==> src/design/sha256_pkg.sv <==
package sha256_pkg;

  typedef enum logic [2:0] {
    ST_IDLE,
    ST_PAD,
    ST_ROUND,
    ST_FOLD,
    ST_EMIT
  } state_t;

  // Commands from the controller to the datapath.
  typedef struct packed {
    logic       put_byte;   // write byte_val at block position pos
    logic [7:0] byte_val;
    logic       count_inc;  // advance byte counter
    logic       start;      // load working vars from the chain
    logic       round;      // run one round
    logic       fold;       // add working vars into chain
    logic       shift_out;  // rotate chain words for output
    logic       reinit;     // restore initial hash, clear count
  } cmd_t;

  typedef struct packed {
    logic [5:0]  pos;        // byte position within the block
    logic [63:0] bit_len;    // byte count times eight
  } status_t;

  localparam logic [7:0] PAD_BYTE = 8'h80;
  localparam logic [5:0] LEN_POS = 6'd56;

  localparam logic [31:0] INIT_HASH [8] = '{
    32'h6a09e667, 32'hbb67ae85, 32'h3c6ef372, 32'ha54ff53a,
    32'h510e527f, 32'h9b05688c, 32'h1f83d9ab, 32'h5be0cd19};

  localparam logic [31:0] ROUND_K [64] = '{
    32'h428a2f98, 32'h71374491, 32'hb5c0fbcf, 32'he9b5dba5,
    32'h3956c25b, 32'h59f111f1, 32'h923f82a4, 32'hab1c5ed5,
    32'hd807aa98, 32'h12835b01, 32'h243185be, 32'h550c7dc3,
    32'h72be5d74, 32'h80deb1fe, 32'h9bdc06a7, 32'hc19bf174,
    32'he49b69c1, 32'hefbe4786, 32'h0fc19dc6, 32'h240ca1cc,
    32'h2de92c6f, 32'h4a7484aa, 32'h5cb0a9dc, 32'h76f988da,
    32'h983e5152, 32'ha831c66d, 32'hb00327c8, 32'hbf597fc7,
    32'hc6e00bf3, 32'hd5a79147, 32'h06ca6351, 32'h14292967,
    32'h27b70a85, 32'h2e1b2138, 32'h4d2c6dfc, 32'h53380d13,
    32'h650a7354, 32'h766a0abb, 32'h81c2c92e, 32'h92722c85,
    32'ha2bfe8a1, 32'ha81a664b, 32'hc24b8b70, 32'hc76c51a3,
    32'hd192e819, 32'hd6990624, 32'hf40e3585, 32'h106aa070,
    32'h19a4c116, 32'h1e376c08, 32'h2748774c, 32'h34b0bcb5,
    32'h391c0cb3, 32'h4ed8aa4a, 32'h5b9cca4f, 32'h682e6ff3,
    32'h748f82ee, 32'h78a5636f, 32'h84c87814, 32'h8cc70208,
    32'h90befffa, 32'ha4506ceb, 32'hbef9a3f7, 32'hc67178f2};

  function automatic logic [31:0] ror(input logic [31:0] x, input int n);
    ror = (x >> n) | (x << (32 - n));
  endfunction

endpackage

==> src/design/sha256_if.sv <==
interface sha256_in_if;
  logic       valid;
  logic       ready;
  logic [7:0] data_byte;
  logic       byte_present;
  logic       message_end;
  modport source (output valid, data_byte, byte_present, message_end, input ready);
  modport sink (input valid, data_byte, byte_present, message_end, output ready);
endinterface

interface sha256_out_if;
  logic        valid;
  logic        ready;
  logic [31:0] digest_word;
  logic        digest_last;
  modport source (output valid, digest_word, digest_last, input ready);
  modport sink (input valid, digest_word, digest_last, output ready);
endinterface

==> src/design/sha256_datapath.sv <==
module sha256_datapath (
  input  logic                  clk,
  input  logic                  rst_n,
  input  sha256_pkg::cmd_t      cmd,
  input  logic [5:0]            round_idx,
  output sha256_pkg::status_t   status,
  output logic [31:0]           chain_head
);

  logic [31:0] chain_r [8];
  logic [31:0] wv_r [8];
  logic [31:0] win_r [16];
  logic [60:0] count_r;
  logic [5:0]  pos_r;

  logic [31:0] s0w, s1w, wnew, wcur;
  logic [31:0] t1, t2, bs0, bs1, ch, mj;
  logic [1:0]  lane;

  assign status.pos     = pos_r;
  assign status.bit_len = {count_r, 3'b000};
  assign chain_head     = chain_r[0];
  assign lane           = pos_r[1:0];

  always_comb begin
    wcur = win_r[0];
    s0w  = sha256_pkg::ror(win_r[1], 7) ^ sha256_pkg::ror(win_r[1], 18) ^ (win_r[1] >> 3);
    s1w  = sha256_pkg::ror(win_r[14], 17) ^ sha256_pkg::ror(win_r[14], 19)
         ^ (win_r[14] >> 10);
    wnew = win_r[0] + s0w + win_r[9] + s1w;
    bs1  = sha256_pkg::ror(wv_r[4], 6) ^ sha256_pkg::ror(wv_r[4], 11)
         ^ sha256_pkg::ror(wv_r[4], 25);
    ch   = (wv_r[4] & wv_r[5]) ^ (~wv_r[4] & wv_r[6]);
    t1   = wv_r[7] + bs1 + ch + sha256_pkg::ROUND_K[round_idx] + wcur;
    bs0  = sha256_pkg::ror(wv_r[0], 2) ^ sha256_pkg::ror(wv_r[0], 13)
         ^ sha256_pkg::ror(wv_r[0], 22);
    mj   = (wv_r[0] & wv_r[1]) ^ (wv_r[0] & wv_r[2]) ^ (wv_r[1] & wv_r[2]);
    t2   = bs0 + mj;
  end

  // Byte entry writes each byte into its word and lane of the 16-word window; rounds then slide it as the schedule.
  always_ff @(posedge clk) begin
    if (cmd.put_byte) begin
      win_r[pos_r[5:2]][(3 - lane) * 8 +: 8] <= cmd.byte_val;
    end else if (cmd.round) begin
      for (int i = 0; i < 15; i++) win_r[i] <= win_r[i + 1];
      win_r[15] <= wnew;
    end
    if (cmd.start) begin
      for (int i = 0; i < 8; i++) wv_r[i] <= chain_r[i];
    end else if (cmd.round) begin
      wv_r[7] <= wv_r[6];
      wv_r[6] <= wv_r[5];
      wv_r[5] <= wv_r[4];
      wv_r[4] <= wv_r[3] + t1;
      wv_r[3] <= wv_r[2];
      wv_r[2] <= wv_r[1];
      wv_r[1] <= wv_r[0];
      wv_r[0] <= t1 + t2;
    end
  end

  always_ff @(posedge clk) begin
    if (!rst_n || cmd.reinit) begin
      for (int i = 0; i < 8; i++) chain_r[i] <= sha256_pkg::INIT_HASH[i];
      count_r <= '0;
      pos_r   <= '0;
    end else begin
      if (cmd.fold) begin
        for (int i = 0; i < 8; i++) chain_r[i] <= chain_r[i] + wv_r[i];
      end else if (cmd.shift_out) begin
        for (int i = 0; i < 7; i++) chain_r[i] <= chain_r[i + 1];
        chain_r[7] <= chain_r[0];
      end
      if (cmd.put_byte) pos_r <= pos_r + 6'd1;
      if (cmd.count_inc) count_r <= count_r + 61'd1;
    end
  end

endmodule

==> src/design/sha256_ctrl.sv <==
module sha256_ctrl (
  input  logic                 clk,
  input  logic                 rst_n,
  input  logic                 in_valid,
  output logic                 in_ready,
  input  logic [7:0]           in_data_byte,
  input  logic                 in_byte_present,
  input  logic                 in_message_end,
  output logic                 out_valid,
  input  logic                 out_ready,
  output logic                 out_last,
  input  sha256_pkg::status_t  status,
  output sha256_pkg::cmd_t     cmd,
  output logic [5:0]           round_idx
);

  sha256_pkg::state_t state_r, state_nxt;
  logic [5:0] rnd_r, rnd_nxt;
  logic [2:0] emit_r, emit_nxt;
  logic       padding_r, padding_nxt;
  logic [2:0] len_k;

  assign round_idx = rnd_r;
  assign len_k     = status.pos[2:0];

  always_ff @(posedge clk) begin
    if (!rst_n) begin
      state_r   <= sha256_pkg::ST_IDLE;
      rnd_r     <= '0;
      emit_r    <= '0;
      padding_r <= 1'b0;
    end else begin
      state_r   <= state_nxt;
      rnd_r     <= rnd_nxt;
      emit_r    <= emit_nxt;
      padding_r <= padding_nxt;
    end
  end

  always_comb begin
    state_nxt   = state_r;
    rnd_nxt     = rnd_r;
    emit_nxt    = emit_r;
    padding_nxt = padding_r;
    cmd         = '0;
    in_ready    = 1'b0;
    out_valid   = 1'b0;
    out_last    = 1'b0;
    case (state_r)
      sha256_pkg::ST_IDLE: begin
        in_ready = 1'b1;
        if (in_valid) begin
          if (in_byte_present) begin
            cmd.put_byte  = 1'b1;
            cmd.byte_val  = in_data_byte;
            cmd.count_inc = 1'b1;
          end
          padding_nxt = in_message_end;
          if (in_byte_present && status.pos == 6'd63) begin
            cmd.start = 1'b1;
            state_nxt = sha256_pkg::ST_ROUND;
          end else if (in_message_end) begin
            state_nxt = sha256_pkg::ST_PAD;
          end
          // First pad byte follows the data byte, or is written here if none; a full block compresses first.
          if (in_message_end && !in_byte_present) begin
            cmd.put_byte = 1'b1;
            cmd.byte_val = sha256_pkg::PAD_BYTE;
            state_nxt    = (status.pos == 6'd63) ? sha256_pkg::ST_ROUND : sha256_pkg::ST_PAD;
            cmd.start    = status.pos == 6'd63;
            padding_nxt  = 1'b1;
            emit_nxt     = (status.pos < sha256_pkg::LEN_POS) ? 3'd2 : 3'd1;
          end else if (in_message_end) begin
            emit_nxt = 3'd0;
          end
        end
      end
      sha256_pkg::ST_PAD: begin
        // emit_r while padding: 0 means the 0x80 byte is still due, 1 a block of
        // zeros with the length in the next block, 2 the block ending in the length.
        cmd.put_byte = 1'b1;
        if (emit_r == 3'd0) begin
          cmd.byte_val = sha256_pkg::PAD_BYTE;
          emit_nxt     = (status.pos < sha256_pkg::LEN_POS) ? 3'd2 : 3'd1;
        end else if (emit_r == 3'd2 && status.pos >= sha256_pkg::LEN_POS) begin
          cmd.byte_val = status.bit_len[(7 - len_k) * 8 +: 8];
        end else begin
          cmd.byte_val = 8'h00;
        end
        if (status.pos == 6'd63) begin
          cmd.start = 1'b1;
          state_nxt = sha256_pkg::ST_ROUND;
        end
      end
      sha256_pkg::ST_ROUND: begin
        cmd.round = 1'b1;
        rnd_nxt   = rnd_r + 6'd1;
        if (rnd_r == 6'd63) state_nxt = sha256_pkg::ST_FOLD;
      end
      sha256_pkg::ST_FOLD: begin
        cmd.fold = 1'b1;
        if (!padding_r) begin
          state_nxt = sha256_pkg::ST_IDLE;
        end else if (emit_r == 3'd2) begin
          // Length field has been written: this was the final block.
          emit_nxt  = 3'd0;
          state_nxt = sha256_pkg::ST_EMIT;
        end else begin
          // A zero-filled block leads to the block that carries the length.
          if (emit_r == 3'd1) emit_nxt = 3'd2;
          state_nxt = sha256_pkg::ST_PAD;
        end
      end
      sha256_pkg::ST_EMIT: begin
        out_valid = 1'b1;
        out_last  = emit_r == 3'd7;
        if (out_ready) begin
          cmd.shift_out = 1'b1;
          emit_nxt      = emit_r + 3'd1;
          if (emit_r == 3'd7) begin
            cmd.shift_out = 1'b0;
            cmd.reinit    = 1'b1;
            padding_nxt   = 1'b0;
            state_nxt     = sha256_pkg::ST_IDLE;
          end
        end
      end
      default: state_nxt = sha256_pkg::ST_IDLE;
    endcase
  end

endmodule

==> src/design/sha256_message_digest_unit.sv <==
// SHA-256 digest engine fed one message byte per item.
// Input channel (in_): data_byte, byte_present, message_end. A byte is
// taken only while the controller is idle, not while padding, compressing
// or offering digest words. When the 64th byte of a block arrives, in_ready
// drops while the single round unit runs 64 rounds and folds the result
// into the chain. On message_end the controller writes padding, one byte
// per cycle, up to the end of the block (twice when the length field
// spills into a new block), compresses, and then offers eight digest
// words on the out_ channel, word 0 first, digest_last on the eighth.
// Byte entry and the one-round-per-cycle compression loop do not overlap:
// no byte of the next block is taken until the block is folded in.
// After message_end the first word follows the padding bytes and the
// compression of each remaining block.
// A stalled receiver holds the current word; nothing advances until it is
// taken. No input is accepted while digest words are pending.
// Reset (rst_n low, synchronous) restores the initial hash, clears the
// byte count and returns the controller to idle.
module sha256_message_digest_unit (
  input logic        clk,
  input logic        rst_n,
  sha256_in_if.sink    in_ch,
  sha256_out_if.source out_ch
);

  sha256_pkg::cmd_t    cmd;
  sha256_pkg::status_t status;
  logic [5:0]          round_idx;
  logic [31:0]         chain_head;

  sha256_ctrl u_ctrl (
    .clk             (clk),
    .rst_n           (rst_n),
    .in_valid        (in_ch.valid),
    .in_ready        (in_ch.ready),
    .in_data_byte    (in_ch.data_byte),
    .in_byte_present (in_ch.byte_present),
    .in_message_end  (in_ch.message_end),
    .out_valid       (out_ch.valid),
    .out_ready       (out_ch.ready),
    .out_last        (out_ch.digest_last),
    .status          (status),
    .cmd             (cmd),
    .round_idx       (round_idx)
  );

  sha256_datapath u_dp (
    .clk        (clk),
    .rst_n      (rst_n),
    .cmd        (cmd),
    .round_idx  (round_idx),
    .status     (status),
    .chain_head (chain_head)
  );

  assign out_ch.digest_word = chain_head;

endmodule

==> src/flat_wrapper.sv <==
// flat-port wrapper written by rule: the top's interface ports become plain ports
module sha256_message_digest_unit_flat 
  (clk, rst_n, in_ch_valid, in_ch_data_byte, in_ch_byte_present, in_ch_message_end, in_ch_ready, out_ch_valid, out_ch_digest_word, out_ch_digest_last, out_ch_ready);
  sha256_in_if in_ch_i ();
  sha256_out_if out_ch_i ();
  input logic clk;
  input logic rst_n;
  input wire logic [$bits(in_ch_i.valid)-1:0] in_ch_valid;
  input wire logic [$bits(in_ch_i.data_byte)-1:0] in_ch_data_byte;
  input wire logic [$bits(in_ch_i.byte_present)-1:0] in_ch_byte_present;
  input wire logic [$bits(in_ch_i.message_end)-1:0] in_ch_message_end;
  output wire logic [$bits(in_ch_i.ready)-1:0] in_ch_ready;
  output wire logic [$bits(out_ch_i.valid)-1:0] out_ch_valid;
  output wire logic [$bits(out_ch_i.digest_word)-1:0] out_ch_digest_word;
  output wire logic [$bits(out_ch_i.digest_last)-1:0] out_ch_digest_last;
  input wire logic [$bits(out_ch_i.ready)-1:0] out_ch_ready;
  assign in_ch_i.valid = in_ch_valid;
  assign in_ch_i.data_byte = in_ch_data_byte;
  assign in_ch_i.byte_present = in_ch_byte_present;
  assign in_ch_i.message_end = in_ch_message_end;
  assign in_ch_ready = in_ch_i.ready;
  assign out_ch_valid = out_ch_i.valid;
  assign out_ch_digest_word = out_ch_i.digest_word;
  assign out_ch_digest_last = out_ch_i.digest_last;
  assign out_ch_i.ready = out_ch_ready;
  sha256_message_digest_unit u_core (.clk(clk), .rst_n(rst_n), .in_ch(in_ch_i), .out_ch(out_ch_i));
endmodule
==> config.mk <==
export PLATFORM = sky130hd
export DESIGN_NAME = sha256_message_digest_unit_flat
export DESIGN_NICKNAME = d
export VERILOG_FILES = /design/src/design/sha256_pkg.sv /design/src/design/sha256_if.sv /design/src/design/sha256_datapath.sv /design/src/design/sha256_ctrl.sv /design/src/design/sha256_message_digest_unit.sv /design/src/flat_wrapper.sv
export SDC_FILE = /design/constraint.sdc
export NUM_CORES = 2
export LEC_CHECK = 0
export ABC_AREA = 1
export BUFFER_PORTS_ARGS = -buffer_cell sky130_fd_sc_hd__buf_2
export CAP_MARGIN = 20
export CORE_MARGIN = 2
export CORE_UTILIZATION = 40
export CTS_CLUSTER_DIAMETER = 60
export DETAILED_ROUTE_END_ITERATION = 10
export PLACE_DENSITY = 0.54
export SKIP_CTS_REPAIR_TIMING = 1
export SYNTH_ARGS = -nofsm -noshare
export SYNTH_HDL_FRONTEND = slang
export SYNTH_SLANG_ARGS = --single-unit
==> constraint.sdc <==
create_clock -name clk -period 13 [get_ports clk]
set_clock_uncertainty 0.15 [all_clocks]
set_input_delay 3.25 -clock clk [delete_from_list [all_inputs] [get_ports clk]]
set_output_delay 3.25 -clock clk [all_outputs]
set_load 0.02 [all_outputs]
==> metrics.txt <==
status finished, final reports clean; most common library cells after synthesis sky130_fd_sc_hd__nand2_1, sky130_fd_sc_hd__inv_1, sky130_fd_sc_hd__edfxtp_1; drt first-iter violations 7499; via count 70600; layout cell share with drive strength beyond 1 5.38%; Setup-failing EPs final 0; routability-driven placement congestion ratio 1.02; depth of the worst hold-timing path 2; wire length reported by the detailed router 337000 um; number of buffers between clock root and the deepest sink 3; most used routing layer met2; Worst Path Class, Setup reg -> reg; first-pass iteration count of the detailed router 6; count of endpoints failing hold in the final timing report 0; Initial Utilization 40.3%; clock tree from TritonCTS yes; vias in the first global route 68100; Clk Latency, worst-skew pair 0.84 ns; net switching power 2.55 mW; Die Width 448 um; Row Count 162; Synth area leaders sky130_fd_sc_hd__edfxtp_1, sky130_fd_sc_hd__nand2_1, sky130_fd_sc_hd__ha_1, sky130_fd_sc_hd__inv_1, sky130_fd_sc_hd__fa_1; summed instance area of the synthesized netlist 78700 sq um; cell occurring most often along the worst timing path sky130_fd_sc_hd__nand2_1; Post-Synthesis Mean Instance Area 8.09 sq um; proportion of power drawn by combinational gates 10.9%; proportion of total power due to net switching 27.5%; kind of launch point of the worst setup path register; Critical-path top delay cell sky130_fd_sc_hd__dfxtp_1; CP Max Fanout 14; synth unique cells 66; RSZ-0062 raised after global routing no; max-slew violation total from the final report 0; element type at the critical path end register; Seq/Total Area, Yosys 41.1%; capturing point of the worst reg2reg path u_core.u_dp.wv_r[0][27]$_DFFE_PP_; hold worst-path end u_core.u_dp.count_r[59]$_SDFFE_PP0P_; cell type contributing the most total cell area after synthesis sky130_fd_sc_hd__edfxtp_1; worst vdd rail ir drop 0.110 mV; Area growth, synth to finish 10.3%; dominant register cell in the synthesized netlist sky130_fd_sc_hd__edfxtp_1; core occupancy in the finished layout 44.5%; Async SR Flop Fraction 0%; slew at the pin closest to its max-slew limit 1.21 ns; flip-flop and latch count after synthesis 1104; antenna-violating nets left 0; root buf cell sky130_fd_sc_hd__clkbuf_16; largest stage delay on the critical path 0.63 ns; leakage power total 37.9 nW; Core Box Area 195000 sq um; yosys synthesis warning count 0; clock period minus worst slack 8.74 ns; maximum clock rate 114 MHz; DIE HEIGHT 448 um; first-pass GRT wire length 481000 um; power density normalized to cell area 107 nW/um^2; GR Util met3 6.66%; NumNets Final 10300; share of the cycle needed by the critical path after routing 67.2%; Worst Min Path Start u_core.u_dp.count_r[59]$_SDFFE_PP0P_; number of sinks handled by clock tree synthesis 1104; Worst Hold Class reg -> reg; I/O Pins 49; grt total ovfl 0; number of nets produced by synthesis 10300; total DRC errors in the routed layout 0; met1 global-route usage 42.4%; number of levels the H-tree was split into 4; startpoint of the most critical register-to-register path u_core.u_ctrl.round_idx[1]$_SDFFE_PN0P_; per-cell routed wire length 27.0 um; required time at the endpoint of the critical path 13.43 ns; Rel. slew slack 19.2%; total CTS buffers 152; Total Negative Setup Slacks 0 ns; fillcell total 19600; endpoint arrival time on the critical path 9.16 ns; power share of the sequential group 42.9%; worst setup slack for register-to-register paths 4.26 ns; count leader, synth sky130_fd_sc_hd__nand2_1; depth of the most critical reg-to-reg path 32; Worst-path clk slew 0.06 ns; die outline area 200000 sq um; largest net degree at the start of global routing 118; Cells after Synth 9732; number of synthesized flops with an enable pin 1024; internal power summed over all cells 6.71 mW; number of violations of the max-capacitance limit 0; GR met2 Demand/Resource 53.0%; number of port buffers 48; relative contribution of the clock network to total power 46.2%; dpl hpwl 261000 um; area share of the largest cell type after synthesis 39.1%; Global Route Usage Sum 33.2%; initial antenna violation count 15; Via-to-Cell Ratio 5.67
-- worst max-delay path, delay by kind of cell (launching register included) --
kind            cells  cell delay, ns
buf+inv             2            0.48
fa+ha+maj           6            2.83
xor+xnor            1            0.36
flops               1            0.63
simple gates       15            2.60
compound gates      8            1.45
-- power groups by stage --
stage | clock network, mW | registers, mW | logic [mW]
after detailed placement | 0 | 4.05 | 0.987
after global routing | 4.48 | 3.97 | 1.12
after floorplan | 0 | 4.00 | 0.682
after CTS | 4.35 | 3.97 | 0.994
final | 4.28 | 3.97 | 1.01
after global placement | 0 | 4.05 | 0.991
-- registers in the layout, indices dropped and copies added, names as in the netlist --
name,count
u_core.u_dp.pos_r,6
u_core.u_dp.wv_r,256
u_core.u_ctrl.round_idx,6
u_core.u_ctrl.padding_r,1
u_core.u_dp.chain_r,256
u_core.u_ctrl.state_r,3
u_core.u_dp.count_r,61
u_core.u_dp.win_r,512
u_core.u_ctrl.emit_r,3
-- cell usage in the layout, fill, tap and decap left out, types with 13 or more instances in the layout --
| cell type | synthesis | routed |
|---|---|---|
| sky130_fd_sc_hd__ha_1 | 401 | 401 |
| sky130_fd_sc_hd__nand3b_1 | 20 | 20 |
| sky130_fd_sc_hd__nor2_1 | 633 | 632 |
| sky130_fd_sc_hd__a21boi_0 | 36 | 36 |
| sky130_fd_sc_hd__o221ai_1 | 19 | 19 |
| sky130_fd_sc_hd__a211oi_1 | 20 | 20 |
| sky130_fd_sc_hd__o21ai_0 | 768 | 768 |
| sky130_fd_sc_hd__o211ai_1 | 46 | 46 |
| sky130_fd_sc_hd__buf_4 | 39 | 107 |
| sky130_fd_sc_hd__o22ai_1 | 41 | 41 |
| sky130_fd_sc_hd__clkbuf_16 | 0 | 152 |
| sky130_fd_sc_hd__clkinv_1 | 5 | 27 |
| sky130_fd_sc_hd__a21oi_1 | 664 | 664 |
| sky130_fd_sc_hd__a31oi_1 | 48 | 48 |
| sky130_fd_sc_hd__a221oi_1 | 23 | 23 |
| sky130_fd_sc_hd__bufinv_16 | 0 | 15 |
| sky130_fd_sc_hd__inv_1 | 1094 | 1094 |
| sky130_fd_sc_hd__buf_2 | 59 | 70 |
| sky130_fd_sc_hd__o31ai_1 | 13 | 13 |
| sky130_fd_sc_hd__edfxtp_1 | 1024 | 1024 |
| sky130_fd_sc_hd__clkinv_2 | 0 | 15 |
| sky130_fd_sc_hd__nand3_1 | 334 | 334 |
| sky130_fd_sc_hd__xor2_1 | 231 | 231 |
| sky130_fd_sc_hd__nand4_1 | 83 | 83 |
| sky130_fd_sc_hd__nor4_1 | 42 | 42 |
| sky130_fd_sc_hd__fa_1 | 195 | 195 |
| sky130_fd_sc_hd__xnor2_1 | 180 | 180 |
| sky130_fd_sc_hd__a21o_1 | 74 | 74 |
| sky130_fd_sc_hd__or2_2 | 62 | 62 |
| sky130_fd_sc_hd__clkbuf_1 | 254 | 27 |
| sky130_fd_sc_hd__dfxtp_1 | 80 | 79 |
| sky130_fd_sc_hd__o21a_1 | 17 | 17 |
| sky130_fd_sc_hd__nor3_1 | 117 | 117 |
| sky130_fd_sc_hd__o21ai_1 | 16 | 16 |
| sky130_fd_sc_hd__o21bai_1 | 72 | 72 |
| sky130_fd_sc_hd__nand2_1 | 2874 | 2869 |
-- worst max path at each step --
stage | from | to | slack (ns) | cells past startpoint
6_report | u_core.u_ctrl.round_idx[1]$_SDFFE_PN0P_ | u_core.u_dp.wv_r[0][27]$_DFFE_PP_ | 4.26 | 32
5_1_grt | u_core.u_ctrl.round_idx[1]$_SDFFE_PN0P_ | u_core.u_dp.wv_r[0][27]$_DFFE_PP_ | 3.55 | 35
4_1_cts | u_core.u_ctrl.round_idx[1]$_SDFFE_PN0P_ | u_core.u_dp.wv_r[0][27]$_DFFE_PP_ | 4.31 | 32
3_5_place_dp | u_core.u_ctrl.round_idx[1]$_SDFFE_PN0P_ | u_core.u_dp.wv_r[0][27]$_DFFE_PP_ | 4.31 | 32
3_3_place_gp | u_core.u_ctrl.round_idx[3]$_SDFFE_PN0P_ | u_core.u_dp.wv_r[0][27]$_DFFE_PP_ | 4.29 | 36
2_1_floorplan | in_ch_valid | u_core.u_dp.wv_r[0][0]$_DFFE_PP_ | 2.88 | 6
-- area by class of cell --
| cell class | instances | area, sq um | share of cell area, % |
|---|---|---|---|
| clock inverter | 97 | 1250 | 1.44 |
| inverter | 1112 | 4190 | 4.82 |
| clock buffer | 179 | 3910 | 4.49 |
| multi-input combinational | 7142 | 40600 | 46.8 |
| timing repair buffer | 188 | 1270 | 1.46 |
| sequential | 1104 | 32400 | 37.2 |
| tap | 2624 | 3280 | 3.78 |
| antenna | 5 | 12.5 | 0.0144 |
-- layer usage --
layer  share of wire [%]  vias up  routed length, um
met5               0.027        -                 90
met4                 6.0       16              20300
met3                 8.1      743              27300
met2                  45     3083             153000
met1                  40    34300             136000
li1                    -    32500                  -
-- through the flow --
| step | hold WS [ns] | cell area, sq um | instances | setup WS [ns] | total power [mW] |
|---|---|---|---|---|---|
| floorplan | 0.309 | 78700 | 9732 | 2.88 | 4.68 |
| global placement | 0.322 | 81400 | 12100 | 4.29 | 5.04 |
| detailed placement | 0.326 | 81500 | 12100 | 4.31 | 5.03 |
| CTS | 0.334 | 86700 | 12400 | 4.31 | 9.31 |
| global route | 0.351 | 86900 | 12400 | 3.55 | 9.57 |
| finish | 0.337 | 86900 | 12500 | 4.26 | 9.27 |
-- cells by family after synthesis --
group | Yosys count | synth area share, %
AO/OA/AOI/OAI | 1921 | 13.8
adder cells (fa/ha/maj) | 607 | 11.5
buffers and inverters | 1486 | 7.38
flip-flops | 1104 | 41.1
AND/OR/NAND/NOR | 4203 | 21.7
XOR/XNOR | 411 | 4.57
Note: power is estimated with default switching activity, not from simulation.
